File: config.mk
export PLATFORM = sky130hd
export DESIGN_NAME = mpm_front
export DESIGN_NICKNAME = d
export VERILOG_FILES = /design/src/hdl/mpm_pkg.sv /design/src/hdl/mpm_front.sv
export SDC_FILE = /design/constraint.sdc
export NUM_CORES = 1
export LEC_CHECK = 0
export BUFFER_PORTS_ARGS = -buffer_cell sky130_fd_sc_hd__buf_2
export CAP_MARGIN = 20
export CELL_PAD_IN_SITES_DETAIL_PLACEMENT = 1
export CELL_PAD_IN_SITES_GLOBAL_PLACEMENT = 1
export CORE_UTILIZATION = 20
export CTS_CLUSTER_DIAMETER = 40
export CTS_CLUSTER_SIZE = 30
export DETAILED_ROUTE_END_ITERATION = 8
export GPL_TIMING_DRIVEN = 0
export HOLD_SLACK_MARGIN = 0.02
export PLACE_DENSITY = 0.82
export SYNTH_ARGS = -nofsm -noshare
export SYNTH_HDL_FRONTEND = slang
export SYNTH_SLANG_ARGS = --single-unit
File: constraint.sdc
create_clock -name clk -period 3.85 [get_ports clk]
set_clock_uncertainty 0.1 [all_clocks]
set_input_delay 0 -clock clk [delete_from_list [all_inputs] [get_ports clk]]
set_output_delay 0 -clock clk [all_outputs]
set_load 0.01 [all_outputs]
File: src/hdl/mpm_pkg.sv
// shared types and constants of the multi-pattern presence matcher
package mpm_pkg;

	localparam logic [1:0] CMD_PAT   = 2'd0;
	localparam logic [1:0] CMD_BUILD = 2'd1;
	localparam logic [1:0] CMD_TEXT  = 2'd2;
	localparam logic [1:0] CMD_QUERY = 2'd3;

	localparam logic [2:0] ST_OK      = 3'd0;
	localparam logic [2:0] ST_FULL    = 3'd1;
	localparam logic [2:0] ST_BADCH   = 3'd2;
	localparam logic [2:0] ST_PHASE   = 3'd3;
	localparam logic [2:0] ST_UNKNOWN = 3'd4;

	localparam logic [7:0] LETTER_A = 8'h61;

	typedef enum logic [2:0] {
		OP_ERR   = 3'd0,
		OP_LOAD  = 3'd1,
		OP_BUILD = 3'd2,
		OP_SCAN  = 3'd3,
		OP_QUERY = 3'd4
	} op_t;

	typedef struct packed {
		op_t        op;
		logic [2:0] status;
		logic [7:0] letter;
		logic       last;
		logic [9:0] pnum;
	} entry_t;

endpackage

File: src/hdl/mpm_front.sv
// front end: accepts commands, checks phase and character, classifies into operations
module mpm_front import mpm_pkg::*; #(
	parameter int ALPHABET = 26
) (
	input  logic       clk,
	input  logic       arst_n,
	input  logic       in_valid,
	output logic       in_stall,
	input  logic [1:0] cmd,
	input  logic [7:0] ch,
	input  logic       end_of_pattern,
	input  logic [9:0] pattern_number,
	input  logic       q_full,
	output logic       push,
	output entry_t     push_entry
);

	logic       built_q;
	logic       ch_ok;
	logic [7:0] ofs;

	assign in_stall = q_full;
	assign push     = in_valid && !q_full;
	assign ofs      = ch - LETTER_A;
	assign ch_ok    = (ch >= LETTER_A) && (9'(ofs) < 9'(ALPHABET));

	always_comb begin
		push_entry.op     = OP_ERR;
		push_entry.status = ST_OK;
		push_entry.letter = ofs;
		push_entry.last   = end_of_pattern;
		push_entry.pnum   = pattern_number;
		unique case (cmd)
			CMD_PAT: begin
				if (built_q) begin
					push_entry.status = ST_PHASE;
				end else if (!ch_ok) begin
					push_entry.status = ST_BADCH;
				end else begin
					push_entry.op = OP_LOAD;
				end
			end
			CMD_BUILD: begin
				if (built_q) begin
					push_entry.status = ST_PHASE;
				end else begin
					push_entry.op = OP_BUILD;
				end
			end
			CMD_TEXT: begin
				if (!built_q) begin
					push_entry.status = ST_PHASE;
				end else if (!ch_ok) begin
					push_entry.status = ST_BADCH;
				end else begin
					push_entry.op = OP_SCAN;
				end
			end
			default: begin
				push_entry.op = OP_QUERY;
			end
		endcase
	end

	always_ff @(posedge clk or negedge arst_n) begin
		if (!arst_n) begin
			built_q <= 1'b0;
		end else if (push && cmd == CMD_BUILD) begin
			built_q <= 1'b1;
		end
	end

endmodule

==> results of run 1 <==
[final cells by class]
type                            instances  area (um^2)
Multi-Input combinational cell         32        257.7
Buffer                                 13        97.59
Timing Repair Buffer                   40        205.2
Sequential cell                         1        25.02
Tap cell                               27        33.78
Inverter                                8        30.03
Fill cell                             266         1292
[worst max path at each step]
stage | slack [ns] | endpoint | cells after the start | startpoint
detailed placement | 2.18 | push_entry[23] | 7 | ch[2]
global placement | 2.21 | push_entry[23] | 7 | ch[2]
CTS | 2.17 | push_entry[23] | 7 | ch[2]
finish | 2.20 | push_entry[23] | 7 | ch[2]
global route | 2.08 | push_entry[23] | 7 | ch[2]
floorplan | 2.42 | push_entry[20] | 7 | ch[0]
[metrics by stage]
stage / utilization [%] / cell area [um^2] / setup WS, ns
floorplan: - / 410.4 / 2.423
global placement: 32.93 / 639.4 / 2.210
detailed placement: 32.93 / 639.4 / 2.179
CTS: 33.44 / 649.4 / 2.170
global route: 33.44 / 649.4 / 2.081
finish: 33.44 / 649.4 / 2.199
[cells by family after synthesis]
| kind of cell | count (synthesis) | share of synthesized area [%] |
|---|---|---|
| flops | 1 | 6.097 |
| xor+xnor | 7 | 14.94 |
| fa+ha+maj | 1 | 3.048 |
| buf+inv | 21 | 31.10 |
| compound gates | 6 | 14.94 |
| mux | 1 | 2.439 |
| simple gates | 16 | 26.53 |
| other cells | 1 | 0.9138 |
[per-layer routing]
metal | vias up | track usage [%]
met2 | 37 | 22.74
li1 | 243 | -
met1 | 222 | 10.41
met3 | 0 | 0
met4 | 0 | 0
met5 | - | 0
[timing repair]
action | CTS | global route
hold buffers | 1 | 0
endpoints found under the hold margin | 1 | 0
buffers inserted | 0 | 0
[layout by cell type, fill, tap and decap left out, types with 2 or more instances in the layout]
| cell | count |
|---|---|
| nor2_1 | 3 |
| nor3_2 | 2 |
| inv_1 | 8 |
| nand2_1 | 3 |
| buf_4 | 13 |
| xor2_1 | 5 |
| buf_2 | 39 |
| o31ai_2 | 2 |
| xnor2_1 | 2 |
[power by group]
part           leakage, nW  internal [mW]  switching (mW)
Combinational        0.362         0.0356          0.0361
Sequential         0.00900         0.0113        0.000597
Clock                    0              0               0
Total                0.371         0.0469          0.0367
==> results.toml, run 1 <==
[worst_setup_path]
cpLargestDelayFamily = "simple AND/OR/NAND/NOR gates"
r2r-start = "built_q"
cpPeakStageDelay_ns = 0.42
crit_arrival_ns = 1.55
cp_slowest_cell = "or3_4"
r2r_slack_ns = 3.02
crit_path_end_kind = "output pin"
startpoint_type = "input pin"
cp.required_ns = 3.75
crit_chain = "buf_2 -> or3_4 -> o31ai_2 -> nor4bb_2 -> o221ai_2 -> o31ai_2 -> buf_2"
critical_path_buf_inv_count = 2
reg2reg_depth = 1
worstSetupPathType = "in -> out"
regToRegEndpoint = "built_q"
critPathMaxFanout = 4

[worst_hold_path]
hold_depth = 2
worstHoldStart = "pattern_number[6]"
hold_path.class = "in -> out"
whs_endpoint = "push_entry[6]"

[detailed_routing]
vias_per_cell = 4.149
wl_um = 1160
ant_nets = 0
dr_wl_met2_um = 579
topRoutingLayerUsed = "met3"
firstDrtPassIters = 1
drc = 0
drt-initial-drc-count = 0
vias = 502
wl_met3_um = 133
wl_per_cell_um = 9.587
wl_met1_um = 447

[power_and_ir_drop]
leakagePower_nw = 0.3707
power_per_cell_area_mw_per_mm2 = 128.7
power_mw = 0.08356
peakVddDrop_mv = 0.06624

[logic_synthesis]
synth_area_um2 = 410.4
synth_top_area_cell = "buf_4"
synth_common_cells = "13 x buf_4, 8 x inv_1, 5 x xor2_1"
synth_nets = 80
ys_warn_count = 0
synth.most_common_cell = "buf_4"
yosys-top-cells-area = "buf_4 24%, xor2_1 11%, inv_1 7.3%, dfrtp_1 6.1%, o31ai_2 6.1%"
synth-edff-count = 0
seq_area_frac_synth_pct = 6.098
synthCells = 54
yosysTopAreaCellShare_pct = 23.78
async_flop_share_pct = 100.0
avgSynthCellArea_um2 = 7.600
synthFlopType = "dfrtp_1"
synth.distinct_cells = 24
ys_ff_latch = 1

[run]
drv_cap = 0

[global_routing]
track_usage_pct = 10.06
overflow = 0
grt_pass1_wl_um = 1690
antenna_found_initial = 0
grt_max_degree = 6
grt_pass1_vias = 460

[sta]
finalCritPeriodShare_pct = 42.89
finalCriticalPeriod_ns = 1.651
hold-worst-slack_ns = 0.08387
hold_viol_final = 0
setup_violations = 0
final.setup.tns_ns = 0
fmax_mhz = 605.6
grt_setup_unrepaired = "no"
slew_viol_final = 0

[floorplan]
die_area_mm2 = 0.002237
ios = 52
die_h_um = 47.30
core_area_mm2 = 0.001942
rows = 16
die_w_um = 47.30
initial_utilization_pct = 21.13

[clock_tree]
ctsResizeCount = 0
clock_latency_ns = 0

[layout]
largest_reg_flops = 1
top_register = "built_q"
n_antenna_cell = 0
instances_no_fill = 121
reg_top3 = "built_q x1"
syn2layout_area_growth_pct = 58.23
nets = 122
layout-drive-gt1-share_pct = 63.83

[run_status]
outcome = "completed"

[placed_design]
dp.cells = 120
io_buffers = 39
hpwlAfterDp_um = 1076
gp_congestion = 0.7535
No activity file was read; power rests on OpenSTA's default activity.
==> inputs of run 2 (changes only) <==
Settings changed: CORE_UTILIZATION 20 to 18, PLACE_DENSITY 0.82 to 0.75.
Clock period 3.85 ns to 1.52 ns, I/O delays scaled along.
==> run 2 against run 1 <==
Net effect:
- largest power group unchanged
- wire length is 19% higher
- critical endpoint unchanged
- first-iteration DRC count stayed put
- via count up 4.0%
- the run now ends with negative setup slack left
- sequential share of layout area shrank 0.63 points
- final cell count up 3.3%
- global-route usage is 0.30 points higher
- hold slack hardly changed
- die area up 11%
- flip-flop and latch count is the same
- design area grew 19%
==> results.toml, run 2 (same netlist as run 1, synthesis figures left out) <==
[run_status]
outcome = "finished with violations"
violations = "negative setup slack"

[global_routing]
grt_pass1_wl_um = 2063
track_usage_pct = 10.36
grt_pass1_vias = 518
antenna_found_initial = 0
grt_max_degree = 6
overflow = 0

[placed_design]
dp.cells = 120
post_dp_cell_area_um2 = 639.4
io_buffers = 39
hpwlAfterDp_um = 1110
gp_congestion = 0.6993

[power_and_ir_drop]
leakagePower_nw = 0.4090
power_mw = 0.2517
power_per_cell_area_mw_per_mm2 = 324.4
peakVddDrop_mv = 0.1859

[worst_hold_path]
hold_depth = 2
hold_path.class = "in -> out"

[sta]
slew_viol_final = 0
setup_violations = 3
grt_setup_unrepaired = "yes"
fmax_mhz = 635.5
hold_viol_final = 0
hold-worst-slack_ns = 0.08359
finalCriticalPeriod_ns = 1.574
finalCritPeriodShare_pct = 103.5
worst_slack_ns = -0.05365

[floorplan]
die_h_um = 49.75
core_area_mm2 = 0.002042
ios = 52
rows = 16
die_area_mm2 = 0.002475
initial_utilization_pct = 20.10
die_w_um = 49.75

[detailed_routing]
vias_per_cell = 4.176
firstDrtPassIters = 1
wl_um = 1380
wl_per_cell_um = 11.04
drc = 0
ant_nets = 0
vias = 522
drt-initial-drc-count = 0

[layout]
syn2layout_area_growth_pct = 89.02
reg_top3 = "built_q x1"
n_antenna_cell = 0
fillers = 267
instances_no_fill = 125
final_common_cell = "buf_2"
layout-drive-gt1-share_pct = 72.45
nets = 126
design_area_um2 = 775.7
most-common-layout-cells = "37 x buf_2, 17 x buf_4, 6 x inv_1"
top_register = "built_q"
largest_reg_flops = 1

[clock_tree]
clock_latency_ns = 0

[worst_setup_path]
crit_path_end_kind = "output pin"
cp_slowest_cell = "or3_4"
critPathMaxFanout = 4
reg2reg_depth = 1
cpPeakStageDelay_ns = 0.39
cp.required_ns = 1.42
worstSetupPathType = "in -> out"
crit_arrival_ns = 1.47
cpLargestDelayFamily = "simple AND/OR/NAND/NOR gates"
crit_chain = "buf_2 -> or3_4 -> o31ai_4 -> nor4bb_4 -> o221ai_4 -> o31ai_2 -> buf_2"
startpoint_type = "input pin"
critical_path_buf_inv_count = 2
crit_cells = 7
crit_top_cell = "buf_2"

[run]
drv_cap = 0
-- run 2: timing repair --
item                                    4_1_cts  5_1_grt
hold buffers                                  1        0
gates resized for setup                      11        6
hold endpoints to repair                      1        0
setup buffers                                 3        1
endpoints found under the setup margin        3        3
pin swaps                                     4        3
-- run 2: metal layers --
layer  share of wire [%]  wire, um  track usage (%)  vias to the layer above
li1                    -         -                -                      253
met3                 9.4       130            1.235                        0
met2                  57       784            23.87                       36
met1                  34       465            9.576                      233
met4                   0         0                0                        0
met5                   0         0                0                        -
-- run 2: power breakdown --
part / switching [mW] / total [mW] / leakage, nW / internal [mW]
logic: 0.110 / 0.222 / 0.400 / 0.112
registers: 0.00145 / 0.0300 / 0.00900 / 0.0286
clock network: 0 / 0 / 0 / 0
total: 0.111 / 0.252 / 0.409 / 0.140
-- run 2: path summary, 6_finish.rpt --
| path | from | end | slack (ns) |
|---|---|---|---|
| max in group asynchronous | arst_n | built_q | 1.03 |
| min in group asynchronous | arst_n | built_q | 0.21 |
| worst max register to register | built_q | built_q | 0.70 |
| worst min-delay path | pattern_number[9] | push_entry[9] | 0.08 |
| worst min register to register | built_q | built_q | 0.42 |
| worst max-delay path | ch[2] | push_entry[23] | -0.05 |
-- run 2: stage by stage --
step / utilization, % / setup WS, ns / setup TNS [ns]
floorplan: - / 0.09268 / 0
global placement: 31.31 / -0.1047 / -0.2644
detailed placement: 31.31 / -0.1409 / -0.3751
CTS: 36.03 / -0.07765 / -0.1704
global route: 37.99 / -0.1904 / -0.4266
finish: 37.99 / -0.05365 / -0.1242
-- run 2: final cells by class --
type	instances	area (um^2)	share of cell area, %
Sequential cell	1	25.02	3.226
Multi-Input combinational cell	32	341.6	44.03
Timing Repair Buffer	44	247.7	31.94
Inverter	8	30.03	3.871
Tap cell	27	33.78	4.355
Buffer	13	97.59	12.58
==> inputs of run 3 (changes only) <==
Settings changed: RECOVER_POWER set to 100.
==> run 3 against run 2 <==
Net effect:
- sequential share of layout area is 0.064 points higher
- global-route usage stayed put
- maximum frequency stayed put
- wire length is 0.29% higher
- final cell count stayed put
- the run still ends with negative setup slack left
- via count stayed put
- utilization is 0.74 points lower
- critical endpoint unchanged
==> results.toml, run 3 (same netlist as run 1, synthesis figures left out) <==
[run_status]
outcome = "finished with violations"
violations = "negative setup slack"

[layout]
fillers = 271
largest_reg_flops = 1
nets = 126
top_register = "built_q"
n_antenna_cell = 0
multi_input_area_um2 = 341.6
most-common-layout-cells = "25 x buf_2, 17 x buf_4, 12 x clkbuf_1"
design_area_um2 = 760.7
regArea_um2 = 25.02
final_common_cell = "buf_2"
syn2layout_area_growth_pct = 85.37
reg_top3 = "built_q x1"
layout-drive-gt1-share_pct = 60.20

[power_and_ir_drop]
power_per_cell_area_mw_per_mm2 = 325.7
pwr-share-clk_pct = 0
power_mw = 0.2478
peakVddDrop_mv = 0.1852
seqPwrFrac_pct = 12.1
leakagePower_nw = 0.3760
swShare_pct = 45.20
combPwrFrac_pct = 87.9
p_sw_mw = 0.1120
internal_power_mw = 0.1358

[floorplan]
ios = 52
core_area_mm2 = 0.002042
die_h_um = 49.75
die_w_um = 49.75
rows = 16
die_area_mm2 = 0.002475
initial_utilization_pct = 20.10

[sta]
final.setup.tns_ns = -0.1242
finalCriticalPeriod_ns = 1.574
hold_viol_final = 0
fmax_mhz = 635.5
hold-worst-slack_ns = 0.1064
slew_viol_final = 0
setup_violations = 3
finalCritPeriodShare_pct = 103.5
worst_slack_ns = -0.05365
grt_setup_unrepaired = "yes"

[worst_hold_path]
worstHoldStart = "pattern_number[7]"
hold_path.class = "in -> out"

[global_routing]
grt_pass1_vias = 518
overflow = 0
antenna_found_initial = 0
grt_max_degree = 6
track_usage_pct = 10.36
grt_pass1_wl_um = 2063

[run]
drv_cap = 0

[placed_design]
post_dp_cell_area_um2 = 639.4
io_buffers = 39
gp_congestion = 0.6993
hpwlAfterDp_um = 1110

[worst_setup_path]
startpoint = "ch[2]"
critPathMaxFanout = 4
cp.required_ns = 1.42
crit_path_end_kind = "output pin"
startpoint_type = "input pin"
crit_arrival_ns = 1.47
r2r-start = "built_q"
worstSetupPathType = "in -> out"

[detailed_routing]
drt-initial-drc-count = 0
wl_um = 1384
vias = 522
wl_per_cell_um = 11.07
vias_per_cell = 4.176
drc = 0
firstDrtPassIters = 1
ant_nets = 0

[clock_tree]
clock_latency_ns = 0
-- run 3: cell types whose count changed in the layout (fill, tap and decap cells not counted), sizes merged --
| cell | change |
|---|---|
| buf | -12 |
| clkbuf | +12 |
-- run 3: timing repair --
action,in CTS,in global routing
buffers inserted,3,1
pin swaps,4,3
resized for setup,11,6
hold buffers,1,0
endpoints found under the hold margin,1,0
setup endpoints to repair,3,3
-- run 3: final timing paths --
kind,endpoint,slack [ns],cells after the start
worst max-delay path,push_entry[23],-0.05,7
worst min-delay path,push_entry[7],0.11,2
worst max register to register,built_q,0.70,1
worst min register to register,built_q,0.42,1
max in group asynchronous,built_q,1.03,2
min in group asynchronous,built_q,0.21,2
-- run 3: through the flow --
stage | std cells | setup slack, ns | util (%)
2_1_floorplan | 54 | 0.09268 | -
3_3_place_gp | 120 | -0.1047 | 31.31
3_5_place_dp | 120 | -0.1409 | 31.31
4_1_cts | 124 | -0.07765 | 36.03
5_1_grt | 125 | -0.1904 | 37.25
6_report | 125 | -0.05365 | 37.25
-- run 3: critical path: stages --
cell      delay [ns]
buf_2           0.14
or3_4           0.39
o31ai_4         0.18
nor4bb_4        0.26
o221ai_4        0.15
o31ai_2         0.18
buf_2           0.16
-- run 3: final cells by class --
type	count	share of cell area [%]
multi-input combinational	32	44.90
inverter	8	3.947
tap	27	4.441
timing repair buffer	44	30.59
buffer	13	12.83
sequential	1	3.289
-- run 3: power groups by stage --
stage               clock, mW  combinational (mW)  sequential, mW
CTS                         0               0.209          0.0300
finish                      0               0.218          0.0300
global placement            0               0.177          0.0298
floorplan                   0               0.104          0.0296
detailed placement          0               0.182          0.0301
global route                0               0.236          0.0303
-- run 3: layer usage --
| layer | global-route usage (%) | up-vias | part of all wire (%) |
|---|---|---|---|
| met2 | 23.87 | 36 | 57 |
| li1 | - | 253 | - |
| met1 | 9.576 | 233 | 34 |
| met3 | 1.235 | 0 | 9.1 |
| met4 | 0 | 0 | 0 |
| met5 | 0 | - | 0 |
