### config.mk
export PLATFORM = sky130hd
export DESIGN_NAME = mpm_fifo
export DESIGN_NICKNAME = d
export VERILOG_FILES = /design/src/hdl/mpm_pkg.sv /design/src/hdl/mpm_fifo.sv
export SDC_FILE = /design/constraint.sdc
export NUM_CORES = 1
export LEC_CHECK = 0
export BUFFER_PORTS_ARGS = -buffer_cell sky130_fd_sc_hd__buf_2
export CORE_ASPECT_RATIO = 1.4
export CORE_MARGIN = 2
export CORE_UTILIZATION = 37
export DETAILED_ROUTE_END_ITERATION = 16
export GPL_ROUTABILITY_DRIVEN = 0
export SETUP_SLACK_MARGIN = 0.4
export SLEW_MARGIN = 25
export SYNTH_ARGS = -nofsm -noshare
export SYNTH_HDL_FRONTEND = slang
export SYNTH_SLANG_ARGS = --single-unit
### constraint.sdc
create_clock -name clk -period 2.8 [get_ports clk]
set_input_delay 0.14 -clock clk [delete_from_list [all_inputs] [get_ports clk]]
set_output_delay 0.14 -clock clk [all_outputs]
set_load 0.01 [all_outputs]
### src/hdl/mpm_pkg.sv
// shared types and constants of the multi-pattern presence matcher
package mpm_pkg;

	localparam logic [1:0] CMD_PAT   = 2'd0;
	localparam logic [1:0] CMD_BUILD = 2'd1;
	localparam logic [1:0] CMD_TEXT  = 2'd2;
	localparam logic [1:0] CMD_QUERY = 2'd3;

	localparam logic [2:0] ST_OK      = 3'd0;
	localparam logic [2:0] ST_FULL    = 3'd1;
	localparam logic [2:0] ST_BADCH   = 3'd2;
	localparam logic [2:0] ST_PHASE   = 3'd3;
	localparam logic [2:0] ST_UNKNOWN = 3'd4;

	localparam logic [7:0] LETTER_A = 8'h61;

	typedef enum logic [2:0] {
		OP_ERR   = 3'd0,
		OP_LOAD  = 3'd1,
		OP_BUILD = 3'd2,
		OP_SCAN  = 3'd3,
		OP_QUERY = 3'd4
	} op_t;

	typedef struct packed {
		op_t        op;
		logic [2:0] status;
		logic [7:0] letter;
		logic       last;
		logic [9:0] pnum;
	} entry_t;

endpackage

### src/hdl/mpm_fifo.sv
// two-entry queue between front and back end
module mpm_fifo import mpm_pkg::*; (
	input  logic   clk,
	input  logic   arst_n,
	input  logic   push,
	input  entry_t push_entry,
	output logic   full,
	input  logic   pop,
	output logic   not_empty,
	output entry_t head
);

	entry_t     mem_q [2];
	logic       wr_q;
	logic       rd_q;
	logic [1:0] cnt_q;

	assign full      = (cnt_q == 2'd2);
	assign not_empty = (cnt_q != 2'd0);
	assign head      = mem_q[rd_q];

	always_ff @(posedge clk) begin
		if (push) begin
			mem_q[wr_q] <= push_entry;
		end
	end

	always_ff @(posedge clk or negedge arst_n) begin
		if (!arst_n) begin
			wr_q  <= 1'b0;
			rd_q  <= 1'b0;
			cnt_q <= 2'd0;
		end else begin
			if (push) begin
				wr_q <= !wr_q;
			end
			if (pop) begin
				rd_q <= !rd_q;
			end
			cnt_q <= cnt_q + 2'(push) - 2'(pop);
		end
	end

endmodule

==> results.json, run 1 <==
{
  "end_kind": "primary output",
  "avgRoutedWirePerCell_um": 14.9,
  "core_area_um2": 5490,
  "avgViaCountPerCell": 4.49,
  "cts_resized": 0,
  "drt_iter0_markers": 34,
  "grt_max_degree": 18,
  "fillers": 480,
  "yosysSeqAreaShare_pct": 76.1,
  "cp-start-kind": "register",
  "clock-sinks": 54,
  "path_cells": "buf_4, mux2_2, buf_2",
  "num_rows": 32,
  "setup_tns_ns": 0,
  "finalWirelength_mm": 3.36,
  "cts-hold-fix-buffers": 1,
  "num_antenna_cells": 0,
  "holdPathStages": 1,
  "synth.distinct_cells": 13,
  "cp_slowest_stage_delay_ns": 0.39,
  "min_path_type": "in2reg",
  "path_delay_family": "buffers and inverters",
  "antenna_found_initial": 0,
  "slew_violations": 0,
  "tightest_slew_ns": 0.621,
  "r2r_cells": 2,
  "cts_buffers": 5,
  "period_share_pct": 57.8,
  "drc_errors": 0,
  "grt_pass1_wl_mm": 5.09,
  "worst-path-max-fanout": 14,
  "postSynthCellCount": 93,
  "r2r-start": "wr_q",
  "fmax_mhz": 618,
  "die-width_um": 67.7,
  "postCtsSetupBuffers": 0,
  "min_period_ns": 1.62,
  "slew_headroom_pct": 58.4,
  "io_pins": 56,
  "setup_violations": 0,
  "die_y_um": 93.2,
  "drv_cap": 0,
  "grt_pass1_vias": 1114,
  "skew_ns": 0.00507,
  "nNetsFinal": 188,
  "hold_start": "push_entry[19]",
  "cpMaxStageDelayCell": "dfrtp_1",
  "power_density_nw_per_um2": 959,
  "dp_hpwl_mm": 2.48,
  "initial_utilization_pct": 38.4,
  "netlist_area_um2": 2100,
  "clk_pin_slew_ns": 0.09,
  "worst-endpoint-arrival_ns": 1.48,
  "vias": 1015,
  "whs_endpoint": "mem_q[0][19]",
  "required_ns": 2.66,
  "clock_latency_ns": 0.30,
  "reg2reg_setup_slack_ns": 1.21,
  "grt-ovfl-total": 0,
  "finalHoldViolCount": 0,
  "area_growth_pct": 22.1,
  "dpl_cell_area_um2": 2450,
  "postLayoutCoreUtil_pct": 46.9,
  "ys_ff_latch": 54,
  "r2r-end": "mem_q[0][2]",
  "htreeDepth": 2,
  "synth_warnings": 0,
  "crit_buf_inv": 2,
  "leakage_uw": 0.00105,
  "drt-pass1-iter-count": 4,
  "syn_nets": 124,
  "final_cell_mix": "buf_2 (55), edfxtp_1 (50), mux2_4 (19)",
  "ant_nets": 0,
  "status": "finished clean",
  "cts_tree": "yes",
  "cts_max_path_buffers": 2,
  "drive_gt1_share_pct": 59.5,
  "rsz0062_at_grt": "false",
  "crit_type": "reg2out",
  "synth.avg_cell_area_um2": 22.6,
  "final_area_um2": 2570,
  "root_buffer": "clkbuf_8",
  "peakVddDrop_uv": 454,
  "die_area_um2": 6320,
  "numPortBuffers": 55,
  "final_common_cell": "buf_2",
  "grt_util_all_layers_pct": 11.4,
  "finalPower_uw": 2470
}
per-layer routing:
metal  wire [µm]  part of all wire [%]  GRT usage, %
met5           0                     0             0
met4          42                   1.3          5.61
met3         177                   5.3          3.61
met2        1960                    58          20.7
met1        1180                    35          11.1
Yosys cell counts:
cell type / instances / area [µm²]
and2_1: 1 / 6.26
mux2_2: 6 / 67.6
xor2_1: 2 / 17.5
buf_6: 1 / 11.3
or2_2: 1 / 6.26
inv_1: 2 / 7.51
ha_1: 2 / 25.0
mux2_4: 19 / 285
buf_12: 2 / 40.0
nor2b_1: 2 / 12.5
xor3_1: 1 / 23.8
edfxtp_1: 50 / 1500
dfrtp_1: 4 / 100
registers in the layout, indices dropped and copies added (netlist names):
register and cells:
cnt_q 2, mem_q 50, rd_q 1, wr_q 1
through the flow:
stage	setup slack, ns	hold WS [ns]	std cells
after floorplan	0.856	-0.156	93
after global placement	1.27	-0.0512	217
after detailed placement	1.21	-0.0487	217
after CTS	1.14	0.0139	226
after global routing	1.09	0.00437	226
final	1.18	0.0233	226
logic make-up after synthesis:
kind of cell	share of synthesized area (%)
and+or+nand+nor	1.19
buffers and inverters	2.79
DFF	76.1
xor gates and xnor gates	1.96
muxes	16.8
adders and majority gates	1.19
final cells by class:
type	count	area, µm²	share of cell area (%)
timing repair buffer	60	315	12.3
inverter	2	7.51	0.292
clock inverter	3	45.0	1.75
clock buffer	5	68.8	2.68
sequential	54	1600	62.3
tap	68	85.1	3.31
multi-input combinational	34	447	17.4
where the power goes:
part / total (µW) / switching, µW / internal [µW] / leakage [µW]
logic: 827 / 389 / 438 / 0.000480
registers: 1130 / 56.3 / 1080 / 0.000516
clock network: 505 / 240 / 266 / 0.0000504
total: 2470 / 685 / 1780 / 0.00105
worst max path at each step:
stage | start | endpoint | slack [ns] | cells past startpoint
floorplan | wr_q | mem_q[0][0] | 0.86 | 1
finish | rd_q | head[0] | 1.18 | 3
detailed placement | wr_q | mem_q[0][9] | 1.21 | 2
CTS | rd_q | head[0] | 1.14 | 3
global placement | wr_q | mem_q[0][7] | 1.27 | 2
global route | wr_q | mem_q[0][14] | 1.09 | 2
Note: power is estimated with default switching activity, not from simulation.
==> run 2, diff against run 1 <==
Clock period 2.8 ns to 1.5 ns, I/O delays scaled along.
==> results.json, run 2 (synthesis results as in run 1) <==
{
  "dp_hpwl_mm": 2.30,
  "leakage_uw": 0.00121,
  "drv_cap": 0,
  "instances_no_fill": 258,
  "peakVddDrop_uv": 985,
  "required_ns": 1.42,
  "vias": 1125,
  "min_period_ns": 1.44,
  "io_pins": 56,
  "nNetsFinal": 220,
  "clk_pin_slew_ns": 0.09,
  "min_path_type": "in2reg",
  "drive_gt1_share_pct": 52.6,
  "post-place-cells": 219,
  "antenna_found_initial": 0,
  "cts_tree": "yes",
  "crit_type": "reg2out",
  "hold_ws_ns": 0.0480,
  "grt-ovfl-total": 0,
  "clock_latency_ns": 0.30,
  "gr-max-usage-layer": "met2",
  "biggestRegsByFlops": "mem_q (50), cnt_q (2)",
  "finalWirelength_mm": 3.46,
  "num_antenna_cells": 0,
  "root_buffer": "clkbuf_8",
  "finalHoldViolCount": 0,
  "die_y_um": 93.2,
  "final_area_um2": 2940,
  "area_growth_pct": 39.7,
  "initial_utilization_pct": 38.4,
  "avgRoutedWirePerCell_um": 13.4,
  "ant_nets": 0,
  "core_area_um2": 5490,
  "end_kind": "primary output",
  "grt_pass1_vias": 1248,
  "numPortBuffers": 55,
  "fmax_mhz": 696,
  "setup_violations": 0,
  "die_area_um2": 6320,
  "htreeDepth": 2,
  "rsz0062_at_grt": "true",
  "drt-pass1-iter-count": 4,
  "skew_ns": 0.00388,
  "cts_max_path_buffers": 2,
  "drt_iter0_markers": 19,
  "drc_errors": 0,
  "fillers": 456,
  "grt_pass1_wl_mm": 5.64,
  "worst-path-max-fanout": 12,
  "grt_max_degree": 17,
  "use_met1_pct": 13.2,
  "die-width_um": 67.7,
  "met2_usage_pct": 22.2,
  "cp-start-kind": "register",
  "cts_buffers": 5,
  "avgViaCountPerCell": 4.36,
  "setup_tns_ns": 0,
  "num_rows": 32,
  "final_cell_mix": "buf_2 (54), edfxtp_1 (50), dlygate4sd3_1 (28)",
  "final_common_cell": "buf_2",
  "regMostFlops": "mem_q",
  "worst-endpoint-arrival_ns": 1.36,
  "slew_violations": 0,
  "clock-sinks": 54,
  "slew_headroom_pct": 89.9,
  "power_density_nw_per_um2": 1660,
  "tightest_slew_ns": 0.152,
  "period_share_pct": 95.8,
  "dpl_cell_area_um2": 2470,
  "grt_util_all_layers_pct": 12.3,
  "status": "finished clean",
  "grt_util_met3_pct": 3.13,
  "largest_reg_flops": 50
}
[run 2: changes by cell type in the layout (fill, tap and decap cells not counted), sizes merged]
cell	before	now
clkbuf	5	6
dlygate4sd3	1	28
buf	59	64
clkinvlp	2	1
[run 2: where the power goes]
part	internal, µW	switching, µW
clock network	498	442
registers	2010	116
logic	1060	754
[run 2: worst max-delay path, stage by stage, from the launching register on]
cell	delay [ns]
dfrtp_2	0.42
buf_12	0.16
mux2_2	0.34
buf_2	0.14
[run 2: worst paths after layout]
path                           from        to  slack [ns]  cells after the start
max                            rd_q  head[24]        0.06                      3
max reg2reg                cnt_q[0]  cnt_q[1]        0.29                      5
min in group asynchronous    arst_n  cnt_q[1]        0.11                      2
min reg2reg                    wr_q      wr_q        0.64                      2
max in group asynchronous    arst_n      rd_q        1.26                      2
min                            push  cnt_q[0]        0.05                      2
[run 2: repair_timing]
item	4_1_cts	5_1_grt
endpoints found under the hold margin	56	0
setup endpoints to repair	68	61
buffers inserted	2	1
gates resized for setup	6	10
pin swaps	1	0
hold buffers	28	0
[run 2: layout make-up]
type	count	area (µm²)	area share, %
well taps	68	85.1	2.89
inverters	2	7.51	0.255
clock buffers	6	72.6	2.47
multi-input cells	34	457	15.5
flip-flops and latches	54	1600	54.5
repair buffers	92	677	23.0
clock inverters	2	37.5	1.28
[run 2: per-stage QoR]
| stage | util, % | total power (µW) | setup slack (ns) |
|---|---|---|---|
| final | 53.6 | 4880 | 0.0633 |
| after global placement | 45.0 | 3690 | 0.348 |
| after detailed placement | 45.0 | 3740 | 0.298 |
| after CTS | 52.8 | 4840 | 0.0321 |
| after global routing | 53.6 | 5170 | 0.00947 |
| after floorplan | - | 3320 | 0.282 |
[run 2: per-layer routing]
| metal | vias up | routed length (µm) | share of wire, % |
|---|---|---|---|
| met5 | - | 0 | 0 |
| li1 | 544 | - | - |
| met2 | 36 | 1820 | 53 |
| met1 | 540 | 1350 | 39 |
| met3 | 5 | 226 | 6.5 |
| met4 | 0 | 58 | 1.7 |
==> run 3, diff against run 2 <==
Settings changed: ABC_AREA from default to 1.
Clock period 1.5 ns to 1.6 ns, I/O delays scaled along.
==> results.json, run 3 <==
{
  "min_path_type": "in2reg",
  "final_common_cell": "buf_2",
  "num_rows": 33,
  "nNetsFinal": 277,
  "worst-endpoint-arrival_ns": 1.23,
  "grt_util_all_layers_pct": 11.3,
  "async_flop_share_pct": 7.41,
  "peakVddDrop_uv": 874,
  "r2r_cells": 7,
  "p_seq_share_pct": 43.4,
  "grt_pass1_wl_mm": 5.69,
  "yosysSeqAreaShare_pct": 72.5,
  "drc_errors": 0,
  "clkPwrFrac_pct": 18.3,
  "tightest_slew_ns": 0.192,
  "reg2reg_setup_slack_ns": 0.49,
  "period_share_pct": 81.7,
  "switching_share_pct": 33.0,
  "clock-sinks": 54,
  "cts_max_path_buffers": 2,
  "antenna_found_initial": 0,
  "ant_nets": 0,
  "cts_tree": "yes",
  "final_cell_mix": "buf_2 (55), edfxtp_1 (50), inv_1 (30), nand2_1 (30), dlygate4sd3_1 (27)",
  "finalWirelength_mm": 3.64,
  "ys_ff_latch": 54,
  "finalHoldViolCount": 0,
  "power_density_nw_per_um2": 1540,
  "cts_buffers": 5,
  "biggestRegsByFlops": "mem_q (50), cnt_q (2)",
  "setup_violations": 0,
  "numPortBuffers": 55,
  "synth_flop_cell": "edfxtp_1",
  "status": "finished clean",
  "io_pins": 56,
  "clock_latency_ns": 0.29,
  "drt-pass1-iter-count": 5,
  "holdPathStages": 2,
  "core_area_um2": 5820,
  "clk_pin_slew_ns": 0.09,
  "slew_violations": 0,
  "drt_iter0_markers": 17,
  "syn_nets": 187,
  "die-width_um": 69.3,
  "avgViaCountPerCell": 4.27,
  "dp_slack_ns": 0.476,
  "initial_utilization_pct": 38.0,
  "synth_edf_count": 50,
  "crit_type": "reg2out",
  "hold_start": "push",
  "num_antenna_cells": 0,
  "yosysTopAreaCellShare_pct": 68.0,
  "r2r-start": "cnt_q[0]",
  "whs_endpoint": "wr_q",
  "die_area_um2": 6610,
  "grt-ovfl-total": 0,
  "required_ns": 1.52,
  "yosysTopAreaCell": "edfxtp_1",
  "area_growth_pct": 34.4,
  "fillers": 520,
  "rsz0062_at_grt": "true",
  "switching_power_uw": 1510,
  "synth_area_leaders": "edfxtp_1 (68%), o21ai_2 (9.9%), inv_1 (5.4%)",
  "grt_pass1_vias": 1308,
  "regMostFlops": "mem_q",
  "dp_hpwl_mm": 2.45,
  "cp-start-kind": "register",
  "vias": 1349,
  "postSynthCellCount": 156,
  "drv_cap": 0,
  "largest_reg_flops": 50,
  "synth.avg_cell_area_um2": 14.2,
  "synth_common_cells": "edfxtp_1 (50), inv_1 (32), nand2_1 (32)",
  "worst-path-max-fanout": 30,
  "avgRoutedWirePerCell_um": 11.5,
  "root_buffer": "clkbuf_8",
  "setup_tns_ns": 0,
  "netlist_area_um2": 2210,
  "drive_gt1_share_pct": 41.1,
  "p_int_uw": 3070,
  "comb_power_share_pct": 38.3,
  "synth_warnings": 0,
  "setup_ws_ns": 0.293,
  "grt_max_degree": 31,
  "min_period_ns": 1.31,
  "synth.most_common_cell": "edfxtp_1",
  "synth.distinct_cells": 11,
  "htreeDepth": 2,
  "fmax_mhz": 765,
  "end_kind": "primary output",
  "r2r-end": "cnt_q[1]",
  "leakage_uw": 0.00128,
  "slew_headroom_pct": 87.2,
  "skew_ns": 0.00599,
  "die_y_um": 95.4
}
## run 3: cell types whose count changed in the layout (fill, tap and decap cells not counted), sizes merged, moves of 2 or more
cell,delta
buf,-2
inv,+29
mux2,-25
nand2,+32
nor2,+2
nor2b,-2
o21ai,+25
## run 3: metal layers
layer	GRT usage [%]	vias to the layer above	wire length (µm)
li1	-	693	-
met1	12.4	625	1430
met2	21.2	27	2020
met3	2.75	4	136
met4	4.41	0	57
met5	0	-	0
## run 3: cell families after synthesis
| group | Yosys count | synth area share [%] |
|---|---|---|
| XOR/XNOR | 2 | 0.793 |
| AND/OR/NAND/NOR | 35 | 6.00 |
| AO/OA/AOI/OAI | 25 | 9.91 |
| flip-flops | 54 | 72.5 |
| adder cells (fa/ha/maj) | 2 | 1.13 |
| buffers and inverters | 38 | 9.68 |
## run 3: power by group through the flow
stage,Sequential [µW],Combinational [µW],Clock [µW]
final,1990,1750,842
after global routing,2020,1970,919
after CTS,1990,1770,873
after detailed placement,2010,1630,0
after global placement,1990,1610,0
after floorplan,1990,1280,0
## run 3: worst max-delay path by stage
stage,start,slack (ns),endpoint,cells past startpoint
after floorplan,wr_q,0.39,mem_q[0][0],1
after global placement,rd_q,0.50,head[18],4
after detailed placement,rd_q,0.48,head[1],4
after CTS,rd_q,0.28,head[5],3
after global routing,rd_q,0.21,head[19],4
final,rd_q,0.29,head[1],4
## run 3: worst max-delay path, stage by stage (launching register included)
cell and delay, ns:
dfrtp_2 0.42, buf_12 0.20, nand2_1 0.09, o21ai_2 0.06
buf_2 0.15
## run 3: what timing repair did
action,4_1_cts,5_1_grt
endpoints found under the setup margin,25,26
cloned,0,0
hold endpoints to repair,55,0
gates resized for setup,8,3
hold buffers,27,0
setup buffers,0,1
## run 3: cell type report
type	instances	area, µm²	area share (%)
sequential	54	1600	54.0
timing repair buffer	89	623	21.0
multi-input combinational	64	429	14.5
inverter	32	124	4.17
tap	70	87.6	2.95
clock buffer	5	68.8	2.32
clock inverter	2	33.8	1.14
## run 3: metrics by stage
stage                     hold WS, ns  total power (µW)  instances  instance area, µm²  utilization [%]
after floorplan                -0.216              3260        156                2220                -
after global placement         -0.106              3600        281                2540             43.6
after detailed placement       -0.106              3630        281                2540             43.6
after CTS                      0.0132              4640        315                2950             50.6
after global routing           0.0282              4910        316                2970             51.0
final                          0.0347              4590        316                2970             51.0
